## src/hw/rtl/bers_ram.sv

```systemverilog
// Generic single-write, single-read RAM with registered read data.
`default_nettype none

module bers_ram #(
  parameter int WIDTH = 8,
  parameter int DEPTH = 16
) (
  input  wire logic                     clk,
  input  wire logic                     we,
  input  wire logic [$clog2(DEPTH)-1:0] waddr,
  input  wire logic [WIDTH-1:0]         wdata,
  input  wire logic [$clog2(DEPTH)-1:0] raddr,
  output logic      [WIDTH-1:0]         rdata
);

  logic [WIDTH-1:0] mem [DEPTH];

  always_ff @(posedge clk) begin
    if (we) begin
      mem[waddr] <= wdata;
    end
    rdata <= mem[raddr];
  end

endmodule

`default_nettype wire

```

## config.mk

```make
export PLATFORM = sky130hd
export DESIGN_NAME = bers_ram
export DESIGN_NICKNAME = d
export VERILOG_FILES = /design/src/hw/rtl/bers_ram.sv
export SDC_FILE = /design/constraint.sdc
export NUM_CORES = 1
export LEC_CHECK = 0
export BUFFER_PORTS_ARGS = -buffer_cell sky130_fd_sc_hd__buf_2
export CAP_MARGIN = 20
export CORE_MARGIN = 1.5
export CORE_UTILIZATION = 35
export CTS_CLUSTER_SIZE = 40
export DETAILED_ROUTE_END_ITERATION = 10
export SYNTH_ARGS = -nofsm -noshare
export SYNTH_HDL_FRONTEND = slang
export SYNTH_SLANG_ARGS = --single-unit
export TNS_END_PERCENT = 5
```

## constraint.sdc

```tcl
create_clock -name clk -period 2.3 [get_ports clk]
set_clock_uncertainty 0.1 [all_clocks]
set_input_delay 0.46 -clock clk [delete_from_list [all_inputs] [get_ports clk]]
set_output_delay 0.46 -clock clk [all_outputs]
set_load 0.02 [all_outputs]
```

# Word level (Yosys, flattened, before mapping)
# Memory sizes are Yosys's and may differ from the RTL's. A register that Yosys moved wholly into a read port is not among the register bits.
# Index checks and enable logic that the tools add are counted.
# totals
regBits	0
mem_count	1
elab_cells	3
ramBits	128
out_inout_bits	8
# op_classes
muxes	2
# memory_table
memory	depth	width	rd	rd_clocked_by_memory_dff	wr	line_no	source
mem	16	8	1	1	1	16	logic [WIDTH-1:0] mem [DEPTH];
# ops
cell	count
$mux W1	2

# Longest topological paths before layout
# Gate-level depths: netlist of the first run.
# logic_depth
word_depth	2
depth_mapped	5
depth_no_buf	3

# Least setup slack after synthesis of the first run
# OpenSTA, ideal clock, no wires.
# synth_timing
path_kind	input port to flip-flop
startpoint	input waddr[2]
endpoint	memory mem[0][0] (enable)
setup_time_ns	0.383
setup_slack_ns	0.247
arrival_time_ns	1.570
stages	2
cell_sequence	or3b_2 > nor3_1
# synth_rtl
item	line_no	source
from (decl)	10	input wire logic [$clog2(DEPTH)-1:0] waddr,
to (decl)	16	
# No word-level cell before the write port.

==> results of run 1 <==
[state kept, by name, summed over array words and instances, names as in the netlist]
signal	count
mem	128
rdata	8
[power by group through the flow]
stage	combinational, mW	sequential, mW	clock [mW]
global route	0.303	2.79	2.62
floorplan	0.141	2.85	0
detailed placement	0.283	2.84	0
CTS	0.284	2.79	2.53
global placement	0.278	2.84	0
finish	0.277	2.79	2.48
[through the flow]
stage	hold slack [ns]	area [um2]	util, %	instances
CTS	0.3250	6152	42.65	483
detailed placement	0.5642	5609	38.89	452
finish	0.3317	6152	42.65	483
floorplan	0.4589	5147	-	229
global route	0.3338	6152	42.65	483
global placement	0.5506	5609	38.89	452
[critical path, cell delays in order]
cell and delay, ns:
buf_2 0.13, buf_12 0.22, mux4_1 0.57, a22oi_1 0.28, nand2_1 0.09
[cells by family (layout without fill, tap and decap cells)]
| kind of cell | count (synthesis) | after routing | share of synthesized area (%) |
|---|---|---|---|
| muxes | 32 | 32 | 15.02 |
| DFF | 136 | 136 | 77.78 |
| buffers and inverters | 10 | 80 | 1.677 |
| AOI/OAI and AO/OA | 16 | 16 | 2.334 |
| and+or+nand+nor | 35 | 35 | 3.184 |
[final cells by class]
class                   instances  area share (%)
clock buffers                  19           7.037
well taps                     184           3.742
flip-flops and latches        136           65.08
repair buffers                 49           5.166
clock inverters                12           1.790
multi-input cells              83           17.19
[worst paths after layout]
kind	depth (start not counted)	start	end
max	5	raddr[0]	rdata[3]
min	1	wdata[1]	mem[0][1]
max reg2reg	3	mem[2][7]	rdata[7]
min reg2reg	3	mem[15][1]	rdata[1]
[metal layers]
metal | global-route usage (%) | vias to the layer above
li1 | - | 1088
met1 | 18.89 | 1270
met2 | 21.40 | 83
met3 | 4.940 | 10
met4 | 4.260 | 0
met5 | 0 | -
[Yosys cell counts]
| cell type | number |
|---|---|
| buf_6 | 3 |
| mux4_2 | 18 |
| buf_4 | 1 |
| a22oi_1 | 16 |
| nor2b_1 | 1 |
| or3b_2 | 1 |
| mux4_1 | 14 |
| nand3b_1 | 2 |
| nor3_1 | 4 |
| and2_1 | 1 |
| nand3_1 | 1 |
| nand2_1 | 9 |
| dfxtp_1 | 8 |
| nor2_1 | 13 |
| clkdlybuf4s25_2 | 3 |
| buf_2 | 3 |
| nand2b_1 | 2 |
| edfxtp_1 | 128 |
| and2b_1 | 1 |
[cells in the final DEF, fill, tap and decap left out, types with 3 or more instances in the layout]
cell type and n:
dfxtp_1 8, nand2_1 9, buf_4 23, nor3_1 4
buf_2 25, edfxtp_1 128, nor2_1 13, clkbuf_16 17
clkinvlp_4 3, clkinv_1 6, mux4_2 18, mux4_1 14
a22oi_1 16
==> summary.md, run 1 <==
| Metric | Value |
|---|---|
| Outcome | `complete, no violations` |
| Worst endpoint required time | `2.49 ns` |
| First-pass GRT wire length | `15.41 mm` |
| Syn Nets | `247` |
| H-tree depth | `4` |
| Slew Viols, Final | `0` |
| Largest cells by area after synthesis | `edfxtp_1 (75%), mux4_2 (7.9%), mux4_1 (7.1%)` |
| Leak | `2.078 nW` |
| Ports | `26` |
| Drt total wl | `9.952 mm` |
| Met2 wire len | `4.751 mm` |
| Yosys top cell by area | `edfxtp_1` |
| Sequential Area | `4004 um2` |
| Highest routed layer | `met4` |
| Syn Inst Count | `229` |
| Worst-path clk slew | `0.05 ns` |
| HPWL Detailed | `6.446 mm` |
| IO buf count | `25` |
| Gr usage total | `13.98%` |
| Headroom to the max-slew limit | `73.51%` |
| Register area share after synthesis | `77.78%` |
| FP Rows | `44` |
| Pre-Repair DR Iteration Count | `4` |
| Grt ovf | `0` |
| Nets | `305` |
| FF-to-FF setup slack | `0.79 ns` |
| Post-CTS sizing | `0` |
| Type of the tightest min-delay check | `input port to flip-flop` |
| RePlAce Congestion | `0.7200` |
| Worst slew pin tran | `0.3973 ns` |
| Post-synthesis register bit count | `136` |
| DRC | `0` |
| Setup ws final | `0.7190 ns` |
| Unrepaired setup endpoints after global routing | `false` |
| Switching Fraction | `19.81%` |
| Routed via count | `2451` |
| Clock root buffer | `clkbuf_16` |
| CP Class | `input port to flip-flop` |
| WL/cell | `20.60 um` |
| Pwr dens | `901.6 nW/um2` |
| Routed Antenna Nets | `0` |
| TritonCTS clock tree | `yes` |
| F_max | `632.5 MHz` |
| Via/cell ratio | `5.075` |
| Pre-CTS setup slack | `0.2599 ns` |
| Sequential power share | `50.3%` |
| P_int | `4.448 mW` |
| Min Tclk post-route | `1.581 ns` |
| Die Span Y | `124.3 um` |
| Initial antenna violation count | `0` |
| Sink Count | `136` |
| Multi-input gate area | `1057 um2` |
| Combinational Power Share | `5.0%` |
| Yosys warnings | `0` |
| Setup TNS | `0 ns` |
| Maximum vdd drop | `0.5444 mV` |
| Cell area after synthesis | `5147 um2` |
| Chip width | `124.3 um` |
| Ratio of cells with drive above 1 in the final layout | `30.43%` |
| Psw | `1.099 mW` |
| CTS Buffer Depth | `2` |
| Synth unique cells | `19` |
| Clock share of power | `44.7%` |
| WP data arrival | `1.77 ns` |
| Full die area | `15440 um2` |
| CTS buffer count | `17` |
| Largest net degree at the start of global routing | `25` |
| Max FO, Critical Path | `24` |
| Hold buffers post-CTS | `0` |
| Diode count | `0` |
| Total power | `5.546 mW` |
| Number of DRC markers in iteration 0 | `186` |
| Max cap viols | `0` |
| Final Hold Fails | `0` |
| Worst skew pair latency | `0.41 ns` |
| CP Capture Type | `flip-flop` |
| Setup crit start kind | `input port` |
| Area share of the largest cell type after synthesis | `74.67%` |
| Wl on met1 | `4.363 mm` |
| Met3 wire len | `699 um` |
| Avg Cell Area, Syn | `22.48 um2` |
| Core Area | `14420 um2` |
| Post CTS Setup Buffer Count | `0` |
| Vias in the first global route | `2609` |
| Initial Utilization | `35.69%` |
| Final setup viols | `0` |
| Fillers | `1273` |
| Layout area overhead | `19.52%` |
| Tcrit/Tclk final | `68.74%` |
Note: power is estimated with default switching activity, not from simulation.
==> inputs of run 2 (changes only) <==
Clock period 2.3 ns to 1.3 ns, I/O delays scaled along.
==> run 2 against run 1 <==
Effect of this change:
- worst setup slack worse by 0.78 ns
- die area stayed put
- sequential power is 77% higher
- utilization is 1.4 points higher
- first-iteration DRC count is 6.5% lower
- cell count is 1.2% higher
- the flow now finishes with violations (setup timing)
- via count is 0.90% lower
- critical path depth is 2 lower
==> summary.md, run 2 (synthesized netlist as in run 1, its figures left out) <==
| Metric | Value |
|---|---|
| HPWL Detailed | `6.597 mm (+2.4%)` |
| Sequential power share | `49.9% (-0.4 points)` |
| Clock share of power | `44.3% (-0.4 points)` |
| TritonCTS clock tree | `yes` |
| H-tree depth | `4 (unchanged)` |
| CP Class | `flip-flop to flip-flop` |
| Via/cell ratio | `4.967 (-2.1%)` |
| Worst-path clk slew | `0.05 ns (about the same)` |
| Drt total wl | `10.15 mm (+2.0%)` |
| Core Area | `14420 um2 (unchanged)` |
| Ratio of cells with drive above 1 in the final layout | `42.95% (+13 points)` |
| Setup ws final | `-0.06158 ns (-0.7805 ns)` |
| CTS buffer count | `17 (unchanged)` |
| Sink Count | `136 (unchanged)` |
| Max reg flops | `128 (unchanged)` |
| Maximum vdd drop | `0.8725 mV (+60%)` |
| Largest registers | `mem x128, rdata x8` |
| Psw | `1.981 mW (+80%)` |
| First-pass GRT wire length | `15.84 mm (+2.8%)` |
| Final Hold Fails | `0 (unchanged)` |
| Setup TNS | `-0.2340 ns (-0.2340 ns)` |
| F_max | `734.4 MHz` |
| Routed via count | `2429 (-0.90%)` |
| CP max stage delay | `0.47 ns (-0.10 ns)` |
| Tcrit/Tclk final | `104.7%` |
| Clock root buffer | `clkbuf_16` |
| FP Rows | `44 (unchanged)` |
| Pwr dens | `1559 nW/um2 (+73%)` |
| Headroom to the max-slew limit | `31.86% (-42 points)` |
| Total power | `9.915 mW (+79%)` |
| Combinational Power Share | `5.8% (+0.8 points)` |
| Slowest stage cell, crit path | `mux4_2` |
| Gr usage total | `14.11% (+0.13 points)` |
| Max cap viols | `0 (unchanged)` |
| Layout area overhead | `23.53%` |
| WP data arrival | `1.55 ns (-0.22 ns)` |
| Full die area | `15440 um2 (unchanged)` |
| Most frequent cells in the layout | `edfxtp_1 (128), mux4_2 (31), buf_4 (22)` |
| Routed Antenna Nets | `0 (unchanged)` |
| Slew Viols, Final | `0 (unchanged)` |
| Min Tclk post-route | `1.362 ns` |
| RePlAce Congestion | `0.6962 (-3.3%)` |
| Vias in the first global route | `2664 (+2.1%)` |
| Most common cell after layout, fill and taps aside | `edfxtp_1` |
| Ports | `26 (unchanged)` |
| Unrepaired setup endpoints after global routing | `true` |
| Leak | `2.112 nW (+1.6%)` |
| Pre-CTS setup slack | `-0.5204 ns (-0.7804 ns)` |
| Outcome | `finished, violations left` |
| IO buf count | `25 (unchanged)` |
| Diode count | `0 (unchanged)` |
| Max FO, Critical Path | `1 (-96%)` |
| DRC | `0 (unchanged)` |
| Initial antenna violation count | `1 (+1)` |
| P_int | `7.934 mW (+78%)` |
| Initial Utilization | `35.69% (unchanged)` |
| Pre-Repair DR Iteration Count | `4 (unchanged)` |
| Worst hold margin | `0.1312 ns (-0.2004 ns)` |
| Nets | `310 (+1.6%)` |
| Failing checks | `setup timing` |
| Type of the tightest min-delay check | `input port to flip-flop` |
| Post CTS Setup Buffer Count | `0 (unchanged)` |
| Die Span Y | `124.3 um (unchanged)` |
| CP Capture Type | `flip-flop` |
| Switching Fraction | `19.98% (+0.17 points)` |
| Layout Utilization | `44.08% (+1.4 points)` |
| Worst endpoint required time | `1.49 ns (-1.00 ns)` |
| Worst slew pin tran | `1.018 ns (+0.6211 ns)` |
| Number of DRC markers in iteration 0 | `174 (-6.5%)` |
| Grt ovf | `0 (unchanged)` |
| Chip width | `124.3 um (unchanged)` |
| Largest register by flop count | `mem` |
| Crit-path cells | `mux4_2 -> a22oi_2 -> nand2_1` |
| Setup crit start kind | `flip-flop` |
| Largest net degree at the start of global routing | `18 (-28%)` |
| Final setup viols | `7 (+7)` |
| Worst skew pair latency | `0.41 ns (about the same)` |
| WL/cell | `20.75 um (+0.72%)` |
| CTS Buffer Depth | `2 (unchanged)` |
==> run 2: changes by cell type in the layout (fill, tap and decap cells not counted), sizes merged <==
cell / before / now
buf: 49 / 54
clkinv: 7 / 10
clkinvlp: 3 / 1
==> run 2: power groups by stage <==
stage | clock (mW) | combinational [mW] | sequential, mW
2_1_floorplan | 0 | 0.264 | 5.05
3_3_place_gp | 0 | 0.543 | 5.02
3_5_place_dp | 0 | 0.553 | 5.03
4_1_cts | 4.48 | 0.584 | 4.94
5_1_grt | 4.68 | 0.621 | 4.95
6_report | 4.40 | 0.576 | 4.94
==> run 2: metrics by stage <==
step / std cells / area [um2]
after floorplan: 229 / 5161
after global placement: 457 / 5762
after detailed placement: 457 / 5762
after CTS: 489 / 6351
after global routing: 489 / 6359
final: 489 / 6359
==> run 2: worst paths after layout <==
path | start | end | slack (ns) | depth (start not counted)
setup / recovery | mem[1][0] | rdata[0] | -0.06 | 3
hold / removal | wdata[4] | mem[11][4] | 0.13 | 1
setup reg to reg | mem[1][0] | rdata[0] | -0.06 | 3
hold reg to reg | mem[15][2] | rdata[2] | 0.57 | 3
==> run 2: per-layer routing <==
metal	routed length [um]	global-route usage [%]	part of all wire [%]
met1	4568	19.41	45
met3	597	4.897	5.9
met5	7	0	0.069
met4	69	4.462	0.68
met2	4906	21.20	48
==> run 2: final cells by class <==
class | count | area [um2]
flip-flops and latches | 136 | 4008
well taps | 184 | 230.2
multi-input cells | 83 | 1095
clock inverters | 13 | 111.4
repair buffers | 54 | 481.7
clock buffers | 19 | 432.9
fillers | 1277 | 8065
==> run 2: repair_timing <==
action                                  4_1_cts  5_1_grt
resized for setup                            18        4
cloned                                        0        0
pin swaps                                     7        2
hold buffers                                  0        0
endpoints found under the setup margin       12        9
==> run 2: critical path: cells and delay by family (launching register included) <==
family	cells	cell delay (ns)
flops	1	0.37
compound gates	1	0.22
mux	1	0.47
simple gates	1	0.09
==> inputs of run 3 (changes only) <==
Settings changed: PLACE_DENSITY set to 0.57.
==> run 3 against run 2 <==
Effect of this change:
- the flow still finishes with violations (setup timing)
- routed wire length down 0.22%
- via count is 1.5% higher
- global-route usage is 0.069 points higher
- critical path depth is the same
- critical endpoint is now rdata[1]
==> summary.md, run 3 (synthesized netlist as in run 1, its figures left out) <==
| Metric | Value |
|---|---|
| Outcome | `finished, violations left` |
| Failing checks | `setup timing` |
| Largest registers | `mem x128, rdata x8` |
| Clock share of power | `48.3% (+4.0 points)` |
| TritonCTS clock tree | `yes` |
| Placed insts | `462 (+1.1%)` |
| Worst slew pin tran | `0.9337 ns (-0.08468 ns)` |
| CP max stage delay | `0.50 ns (+0.03 ns)` |
| Full die area | `15440 um2 (unchanged)` |
| Number of DRC markers in iteration 0 | `266 (+53%)` |
| M1 GR Usage | `20.57% (+1.2 points)` |
| Worst-path clk slew | `0.06 ns (about the same)` |
| Ratio of cells with drive above 1 in the final layout | `44.84% (+1.9 points)` |
| Ports | `26 (unchanged)` |
| Max FO, Critical Path | `1 (unchanged)` |
| WL/cell | `20.50 um (-1.2%)` |
| Drt total wl | `10.13 mm (-0.22%)` |
| IO buf count | `25 (unchanged)` |
| Worst endpoint required time | `1.49 ns (about the same)` |
| Maximum vdd drop | `1.152 mV (+32%)` |
| Initial Utilization | `35.69% (unchanged)` |
| H-tree depth | `4 (unchanged)` |
| Diode count | `0 (unchanged)` |
| Routed via count | `2466 (+1.5%)` |
| Core Area | `14420 um2 (unchanged)` |
| Fin cells | `494 (+1.0%)` |
| DRC | `0 (unchanged)` |
| First-pass GRT wire length | `15.87 mm (+0.22%)` |
| Initial antenna violation count | `0 (-1)` |
| Max reg flops | `128 (unchanged)` |
| F_max | `719.8 MHz (-2.0%)` |
| HPWL Detailed | `6.626 mm (+0.44%)` |
| Gr usage total | `14.18% (+0.069 points)` |
| Setup ws final | `-0.08934 ns (-0.02776 ns)` |
| Switching Fraction | `20.56% (+0.58 points)` |
| Sink Count | `136 (unchanged)` |
| Clock root buffer | `clkbuf_16` |
| CTS buffer count | `17 (unchanged)` |
| Largest net degree at the start of global routing | `20 (+2)` |
| Slew Viols, Final | `0 (unchanged)` |
| Nets | `315 (+1.6%)` |
| Most common cell after layout, fill and taps aside | `edfxtp_1` |
| CP Capture Type | `flip-flop` |
| Worst hold margin | `0.1353 ns (+0.004088 ns)` |
| Setup crit start kind | `flip-flop` |
| Worst skew pair latency | `0.41 ns (about the same)` |
| Leak | `2.183 nW (+3.4%)` |
| Grt ovf | `0 (unchanged)` |
| GRT Max-Usage Layer | `met2` |
| Headroom to the max-slew limit | `37.63% (+5.8 points)` |
| Final Hold Fails | `0 (unchanged)` |
| Largest register by flop count | `mem` |
| Most frequent cells in the layout | `edfxtp_1 (128), mux4_2 (30), buf_4 (30)` |
| P_int | `8.477 mW (+6.8%)` |
| Combinational Power Share | `5.4% (-0.4 points)` |
| Psw | `2.194 mW (+11%)` |
| Chip width | `124.3 um (unchanged)` |
| Grt met2 use | `21.04% (-0.16 points)` |
| Via/cell ratio | `4.992 (+0.50%)` |
| CP Class | `flip-flop to flip-flop` |
| RePlAce Congestion | `0.7133 (+2.5%)` |
| Routed Antenna Nets | `0 (unchanged)` |
| Final setup viols | `8 (+1)` |
| FP Rows | `44 (unchanged)` |
| Sequential power share | `46.2% (-3.7 points)` |
| M3 GR Usage | `3.608% (-1.3 points)` |
| WP data arrival | `1.58 ns (+0.03 ns)` |
| Pwr dens | `1650 nW/um2 (+5.8%)` |
| Crit-path cells | `mux4_2 -> a22oi_2 -> nand2_1` |
| Min Tclk post-route | `1.389 ns (+0.02776 ns)` |
| Die Span Y | `124.3 um (unchanged)` |
| Layout area overhead | `25.67%` |
| Slowest stage cell, crit path | `mux4_2` |
| Post CTS Setup Buffer Count | `0 (unchanged)` |
| Tcrit/Tclk final | `106.9% (+2.1 points)` |
| Max cap viols | `0 (unchanged)` |
| Unrepaired setup endpoints after global routing | `true` |
| Pre-Repair DR Iteration Count | `4 (unchanged)` |
| Type of the tightest min-delay check | `input port to flip-flop` |
| CTS Buffer Depth | `2 (unchanged)` |
| Vias in the first global route | `2585 (-3.0%)` |
| Total power | `10.67 mW (+7.6%)` |
-- run 3: changes by cell type in the layout (fill, tap and decap cells not counted), moves of 4 or more --
cell	previous run	this run
buf_4	22	30
clkinv_1	5	0
clkinv_2	5	0
clkinv_4	0	4
inv_6	0	6
-- run 3: path summary, 6_finish.rpt --
kind | endpoint | depth (start not counted) | slack (ns) | from
min | mem[2][3] | 1 | 0.14 | wdata[3]
min reg2reg | rdata[3] | 3 | 0.57 | mem[15][3]
max | rdata[1] | 3 | -0.09 | mem[0][1]
max reg2reg | rdata[1] | 3 | -0.09 | mem[0][1]
-- run 3: metrics by stage --
stage	setup TNS (ns)	instance area, um2	setup WS (ns)	utilization (%)
5_1_grt	-0.8386	6469	-0.1326	44.85
6_report	-0.4549	6469	-0.08934	44.85
4_1_cts	-0.5538	6451	-0.09575	44.73
3_5_place_dp	-29.41	5774	-0.4421	40.03
2_1_floorplan	-6.949	5161	-0.1663	-
3_3_place_gp	-27.57	5774	-0.4386	40.03
-- run 3: timing repair --
| action | CTS | global route |
|---|---|---|
| endpoints found under the hold margin | 0 | 0 |
| endpoints found under the setup margin | 11 | 13 |
| hold buffers | 0 | 0 |
| resized for setup | 11 | 8 |
| pin swaps | 4 | 3 |
-- run 3: power groups by stage --
stage                     logic [mW]  registers, mW  clock network, mW
after global placement         0.546           5.02                  0
after detailed placement       0.556           5.02                  0
final                          0.580           4.93               5.16
after global routing           0.629           4.94               5.45
after floorplan                0.264           5.05                  0
after CTS                      0.579           4.93               5.23
-- run 3: routing by layer --
| metal | part of all wire [%] | up-vias | wire length (um) |
|---|---|---|---|
| li1 | - | 1100 | - |
| met1 | 47 | 1291 | 4773 |
| met2 | 47 | 62 | 4762 |
| met3 | 4.6 | 13 | 463 |
| met4 | 1.2 | 0 | 126 |
| met5 | 0 | - | 0 |
-- run 3: final cells by class --
class | instances | area (um2)
Clock buffer | 18 | 439.2
Sequential cell | 136 | 4006
Multi-Input combinational cell | 83 | 1089
Timing Repair Buffer | 59 | 496.7
Clock inverter | 14 | 207.7
Fill cell | 1232 | 7955
Tap cell | 184 | 230.2
-- run 3: worst max-delay path, delay by kind of cell, from the launching register on --
kind	cells	cell delay [ns]
multiplexers	1	0.50
flip-flops	1	0.37
AO/OA/AOI/OAI	1	0.21
AND/OR/NAND/NOR	1	0.09
